`config.mk`:
```
export PLATFORM = sky130hd
export DESIGN_NAME = rggs_ctrl
export DESIGN_NICKNAME = d
export VERILOG_FILES = /design/src/rggs_pkg.sv /design/src/rggs_ctrl.sv
export SDC_FILE = /design/constraint.sdc
export NUM_CORES = 1
export LEC_CHECK = 0
export ABC_AREA = 1
export BUFFER_PORTS_ARGS = -buffer_cell sky130_fd_sc_hd__buf_4
export CORE_AREA = 2 2 39 41
export CTS_CLUSTER_DIAMETER = 30
export DETAILED_ROUTE_END_ITERATION = 6
export DIE_AREA = 0 0 41 43
export PLACE_DENSITY = 0.66
export SYNTH_ARGS = -nofsm -noshare
export SYNTH_HDL_FRONTEND = slang
export SYNTH_SLANG_ARGS = --single-unit
```
`constraint.sdc`:
```
create_clock -name clk -period 1.3 [get_ports clk]
set_input_delay 0.39 -clock clk [delete_from_list [all_inputs] [get_ports clk]]
set_output_delay 0.39 -clock clk [all_outputs]
set_load 0.02 [all_outputs]
```
`src/rggs_pkg.sv`:
```
// ----------------------------------------------------------------------------
// rggs_pkg
// Shared types and constants of the gray gradient statistics block.
// ----------------------------------------------------------------------------
package rggs_pkg;

	localparam int CFG_W    = 11;   // configuration register width
	localparam int IDX_W    = 2;    // configuration index width
	localparam int SUM_W    = 28;   // edge sum width
	localparam int SQ_W     = 36;   // edge square sum width
	localparam int WIDE_W   = 64;   // statistics arithmetic width
	localparam int WSUM_W   = 18;   // weighted channel sum width
	localparam int GRAY_SH  = 28;   // reciprocal shift for divide by 1000
	localparam int GRAY_PW  = 37;   // reciprocal product width
	localparam logic [GRAY_PW-1:0] GRAY_K = GRAY_PW'(268436); // ceil(2^28/1000)
	localparam int MEAN_W   = 16;
	localparam int VAR_W    = 22;

	localparam logic [IDX_W-1:0] REG_WIDTH  = IDX_W'(0);
	localparam logic [IDX_W-1:0] REG_HEIGHT = IDX_W'(1);

	localparam logic [CFG_W-1:0] WIDTH_RST  = CFG_W'(640);
	localparam logic [CFG_W-1:0] HEIGHT_RST = CFG_W'(480);

	typedef enum logic [3:0] {
		S_IDLE, S_GRAY, S_DIFF, S_SCALE, S_ROOT, S_ACC,
		S_NQ, S_SS, S_Q1, S_R1, S_T, S_MEAN, S_OUT
	} state_t;

	// operation of the shared multiply/divide unit
	typedef enum logic [2:0] {
		MD_NQ, MD_SS, MD_Q1, MD_R1, MD_T, MD_MEAN
	} md_sel_t;

	typedef struct packed {
		logic    accept;
		logic    ld_gray;
		logic    ld_diff;
		logic    ld_scale;
		logic    root_step;
		logic    ld_acc;
		logic    md_start;
		md_sel_t md_sel;
		logic    ld_out;
	} ctl_t;

	typedef struct packed {
		logic last;
		logic root_last;
		logic md_done;
	} st_t;

endpackage

```
`src/rggs_ctrl.sv`:
```
// ----------------------------------------------------------------------------
// rggs_ctrl
// Sequencer for one pixel and the end-of-frame statistics.
// ----------------------------------------------------------------------------
module rggs_ctrl (
	input  logic          clk,
	input  logic          arst_n,
	input  logic          in_valid,
	output logic          in_ready,
	output logic          out_valid,
	input  logic          out_ready,
	input  rggs_pkg::st_t st,
	output rggs_pkg::ctl_t ctl
);
	import rggs_pkg::*;

	state_t state_q, state_d;
	logic   out_valid_q;

	always_ff @(posedge clk or negedge arst_n) begin
		if (!arst_n) begin
			state_q     <= S_IDLE;
			out_valid_q <= 1'b0;
		end else begin
			state_q <= state_d;
			if (ctl.ld_out) begin
				out_valid_q <= 1'b1;
			end else if (out_ready) begin
				out_valid_q <= 1'b0;
			end
		end
	end

	always_comb begin
		state_d  = state_q;
		ctl      = '0;
		ctl.md_sel = MD_NQ;
		in_ready = 1'b0;
		unique case (state_q)
			S_IDLE: begin
				in_ready   = 1'b1;
				ctl.accept = in_valid;
				if (in_valid) begin
					state_d = S_GRAY;
				end
			end
			S_GRAY: begin
				ctl.ld_gray = 1'b1;
				state_d     = S_DIFF;
			end
			S_DIFF: begin
				ctl.ld_diff = 1'b1;
				state_d     = S_SCALE;
			end
			S_SCALE: begin
				ctl.ld_scale = 1'b1;
				state_d      = S_ROOT;
			end
			S_ROOT: begin
				ctl.root_step = 1'b1;
				if (st.root_last) begin
					state_d = S_ACC;
				end
			end
			S_ACC: begin
				ctl.ld_acc = 1'b1;
				state_d    = st.last ? S_NQ : S_OUT;
			end
			S_NQ: begin
				ctl.md_start = 1'b1;
				ctl.md_sel   = MD_NQ;
				if (st.md_done) state_d = S_SS;
			end
			S_SS: begin
				ctl.md_start = 1'b1;
				ctl.md_sel   = MD_SS;
				if (st.md_done) state_d = S_Q1;
			end
			S_Q1: begin
				ctl.md_start = 1'b1;
				ctl.md_sel   = MD_Q1;
				if (st.md_done) state_d = S_R1;
			end
			S_R1: begin
				ctl.md_start = 1'b1;
				ctl.md_sel   = MD_R1;
				if (st.md_done) state_d = S_T;
			end
			S_T: begin
				ctl.md_start = 1'b1;
				ctl.md_sel   = MD_T;
				if (st.md_done) state_d = S_MEAN;
			end
			S_MEAN: begin
				ctl.md_start = 1'b1;
				ctl.md_sel   = MD_MEAN;
				if (st.md_done) state_d = S_OUT;
			end
			S_OUT: begin
				// hold until the result register is free
				if (!out_valid_q || out_ready) begin
					ctl.ld_out = 1'b1;
					state_d    = S_IDLE;
				end
			end
			default: state_d = S_IDLE;
		endcase
	end

	assign out_valid = out_valid_q;

`ifndef SYNTHESIS
	a_valid_from_out: assert property (@(posedge clk) disable iff (!arst_n)
		$rose(out_valid_q) |-> $past(state_q == S_OUT))
		else $error("result raised outside the output step");

	a_done_in_stats: assert property (@(posedge clk) disable iff (!arst_n)
		st.md_done |-> (state_q == S_NQ || state_q == S_SS || state_q == S_Q1 ||
			state_q == S_R1 || state_q == S_T || state_q == S_MEAN))
		else $error("arithmetic unit finished outside the statistics sequence");

	a_root_to_acc: assert property (@(posedge clk) disable iff (!arst_n)
		(state_q == S_ROOT && st.root_last) |=> state_q == S_ACC)
		else $error("root search did not end in accumulation");
`endif

endmodule
```
==> impl_metrics.json <==
{
  "status": "complete, but fails checks",
  "synth_area_per_cell_um2": 6.58,
  "tritoncts_buffers": 3,
  "critPathRequiredTime_ps": 910,
  "route.detailed.vias_per_inst": 4.72,
  "fin_util_pct": 82.7,
  "finalCriticalPeriod_ps": 1660,
  "die_width_um": 41,
  "netlist_instances": 74,
  "count_of_tritonroute_iterations_in_the_first_routing_pass": 2,
  "finClkSkew_ps": 6.16,
  "total_switching_power_mw": 1.42,
  "maxCapViolCount": 0,
  "yosysTopAreaCellShare_pct": 25.7,
  "power_share_of_the_sequential_group_pct": 13.3,
  "worstReg2RegEnd": "state_q[3]",
  "number_of_antenna_cells_inserted": 0,
  "synth_flop_type": "sky130_fd_sc_hd__dfrtp_1",
  "synth_seq_area_share_pct": 25.7,
  "ys_top_cells_by_area": "sky130_fd_sc_hd__dfrtp_1 (26%), sky130_fd_sc_hd__nand2_1 (12%), sky130_fd_sc_hd__nor2_1 (9.3%)",
  "maximum_clock_insertion_buffer_count": 2,
  "critical_path.endpoint_type": "primary output",
  "reg2reg_depth": 9,
  "reg2reg_setup_slack_ps": -160,
  "grt_setup_unrepaired": "true",
  "synth-edff-count": 0,
  "clock_root_buffer": "sky130_fd_sc_hd__clkbuf_4",
  "drt_drc_violations_left": 0,
  "layout.cells.non_filler": 142,
  "worstSetupStartpoint": "state_q[0]",
  "cp_max_fo": 4,
  "grt_total_ovfl": 0,
  "worst_r2r_startpoint": "state_q[1]",
  "vdd_ir_drop_max_mv": 1.48,
  "power_density_relative_to_cell_area_nw_per_um2": 2560,
  "worstHoldEndpoint": "state_q[2]",
  "drtAntennaViolNets": 0,
  "grt_start_max_net_pins": 7,
  "biggest_area_consumer_among_synthesized_cells": "sky130_fd_sc_hd__dfrtp_1",
  "cts_max_level": 1,
  "relSlewSlack_pct": 75.9,
  "die_height_um": 43,
  "numPlacedInstances": 121,
  "p_comb_share_pct": 80.3,
  "n_fill_cell": 86,
  "p_int_mw": 1.52,
  "synthMostInstantiatedCell": "sky130_fd_sc_hd__nand2_1",
  "min-delay-path-class": "input port to flop",
  "clock_insertion_delay_worst_skew_ps": 250,
  "die-area_um2": 1760,
  "leading_post_synthesis_cells_by_instance_count": "sky130_fd_sc_hd__nand2_1 (15), sky130_fd_sc_hd__nor2_1 (12), sky130_fd_sc_hd__inv_1 (10), sky130_fd_sc_hd__nand3_1 (8), sky130_fd_sc_hd__dfrtp_1 (5)",
  "detail_route.iter0.violations": 1,
  "violations": "setup timing",
  "final_worst_path_setup_slack_ps": -364,
  "ff_latch_area_um2": 130,
  "routed_wire_length_per_instance_um": 12.3,
  "mappedNetlistNets": 81,
  "max_freq_mhz": 601,
  "clk_pin_slew_worst_paths_ps": 50,
  "synth_async_sr_flop_share_pct": 100,
  "setup_viol": 16,
  "critical_hold_path_startpoint": "st[0]",
  "grt_use_total_pct": 19.7,
  "post_synth_num_cell_types": 18,
  "hold_path_cell_cnt": 4,
  "postSynthRegisterBits": 5,
  "yosys_warnings": 0,
  "post-layout-total-power_mw": 2.93,
  "area_growth_pct": 135,
  "worst-endpoint-arrival_ps": 1270,
  "p_leak_nw": 0.567,
  "std_cell_rows": 14,
  "top_level_ports": 20,
  "grt_first_pass_wirelength_um": 2370,
  "grt_antenna_before_repair": 0,
  "sw_frac_of_total_pct": 48.3,
  "start_kind": "flop",
  "gp_weighted_congestion": 0.879,
  "clkPwrFrac_pct": 6.4,
  "path_class": "flop to primary output",
  "clock_sink_count": 5,
  "multiInputGateArea_um2": 469,
  "drv_slew": 0,
  "drive_above_1_share_pct": 75.4,
  "cts_tree": "yes",
  "place.detailed.hpwl_um": 1080,
  "io_buffer_count": 19,
  "fin_nets": 134,
  "core_region_area_um2": 1380,
  "mappedNetlistArea_um2": 487,
  "via_count_of_the_first_global_routing_pass": 607,
  "vias": 670,
  "floorplan.initialDensity_pct": 35.2,
  "timing.final.crit_share_pct": 128,
  "aggregate_routed_wire_length_um": 1740,
  "timing_worst_slew_pin_value_ps": 357,
  "final_hold_viol_count": 0
}
-- worst max path at each step --
stage / depth (start not counted) / end / slack [ps]
floorplan: 4 / ctl[10] / -90
global placement: 4 / ctl[10] / -130
detailed placement: 4 / ctl[10] / -150
CTS: 5 / ctl[4] / -360
global route: 4 / ctl[0] / -420
finish: 4 / ctl[10] / -360
-- layout make-up --
class                           instances  area share [%]
Clock buffer                            4            2.30
Sequential cell                         5            11.4
Tap cell                               16            1.75
Timing Repair Buffer                   49            38.3
Multi-Input combinational cell         55            41.0
Inverter                               13            5.36
-- power groups by stage --
stage	Clock (mW)	Combinational, mW	Sequential (mW)
final	0.188	2.36	0.390
after global routing	0.203	2.51	0.402
after CTS	0.193	1.93	0.366
after detailed placement	0	1.54	0.349
after global placement	0	1.54	0.345
after floorplan	0	1.03	0.318
-- per-layer routing --
metal	track usage (%)	routed length [um]	up-vias
met1	25.4	702	325
met2	32.2	989	12
met3	3.14	52	0
met4	6.00	0	0
met5	0	0	-
li1	-	-	333
-- stage by stage --
stage	setup TNS (ps)	setup WS [ps]	area (um^2)	hold WS, ps
3_3_place_gp	-1010	-132	808	196
3_5_place_dp	-1160	-152	808	196
5_1_grt	-5180	-418	1140	479
4_1_cts	-4130	-357	988	429
6_report	-4300	-364	1140	456
2_1_floorplan	-222	-86.2	559	94.4
-- state kept, by name, summed over array words and instances (netlist names) --
name and flops:
state_q 4, out_valid 1
-- kinds of logic (layout without fill, tap and decap cells) --
group | after synthesis | count (layout) | synth area share [%]
and+or+nand+nor | 50 | 50 | 56.0
buffers and inverters | 14 | 66 | 12.6
AOI/OAI and AO/OA | 5 | 5 | 5.66
DFF | 5 | 5 | 25.7
-- worst max-delay path, cell delays in order (launching register included) --
cell and delay, ps:
sky130_fd_sc_hd__dfrtp_2 460, sky130_fd_sc_hd__nor2_4 220, sky130_fd_sc_hd__inv_4 80, sky130_fd_sc_hd__nor3_4 120, sky130_fd_sc_hd__buf_6 140
-- placed cells by master, fill, tap and decap left out --
| cell type | n |
|---|---|
| sky130_fd_sc_hd__nand3_2 | 2 |
| sky130_fd_sc_hd__clkbuf_1 | 1 |
| sky130_fd_sc_hd__buf_6 | 18 |
| sky130_fd_sc_hd__nand3_1 | 5 |
| sky130_fd_sc_hd__dfrtp_2 | 4 |
| sky130_fd_sc_hd__nand3_4 | 3 |
| sky130_fd_sc_hd__inv_2 | 1 |
| sky130_fd_sc_hd__nor2_2 | 4 |
| sky130_fd_sc_hd__inv_1 | 7 |
| sky130_fd_sc_hd__nor2_1 | 2 |
| sky130_fd_sc_hd__nor2_4 | 11 |
| sky130_fd_sc_hd__a21boi_4 | 1 |
| sky130_fd_sc_hd__inv_4 | 5 |
| sky130_fd_sc_hd__dlygate4sd3_1 | 1 |
| sky130_fd_sc_hd__dfrtp_1 | 1 |
| sky130_fd_sc_hd__nand2_8 | 1 |
| sky130_fd_sc_hd__o21ai_0 | 2 |
| sky130_fd_sc_hd__nand2_2 | 6 |
| sky130_fd_sc_hd__nor3_4 | 2 |
| sky130_fd_sc_hd__buf_4 | 30 |
| sky130_fd_sc_hd__nand2_1 | 11 |
| sky130_fd_sc_hd__a21oi_1 | 1 |
| sky130_fd_sc_hd__clkbuf_4 | 3 |
| sky130_fd_sc_hd__a21oi_4 | 1 |
| sky130_fd_sc_hd__nand2_4 | 3 |
-- timing repair --
| action | 4_1_cts | 5_1_grt |
|---|---|---|
| setup buffers | 8 | 11 |
| setup endpoints to repair | 16 | 16 |
| gates resized for setup | 26 | 22 |
| pin swaps | 8 | 15 |
| endpoints found under the hold margin | 5 | 0 |
| hold buffers | 1 | 0 |
No activity file was read; power rests on OpenSTA's default activity.
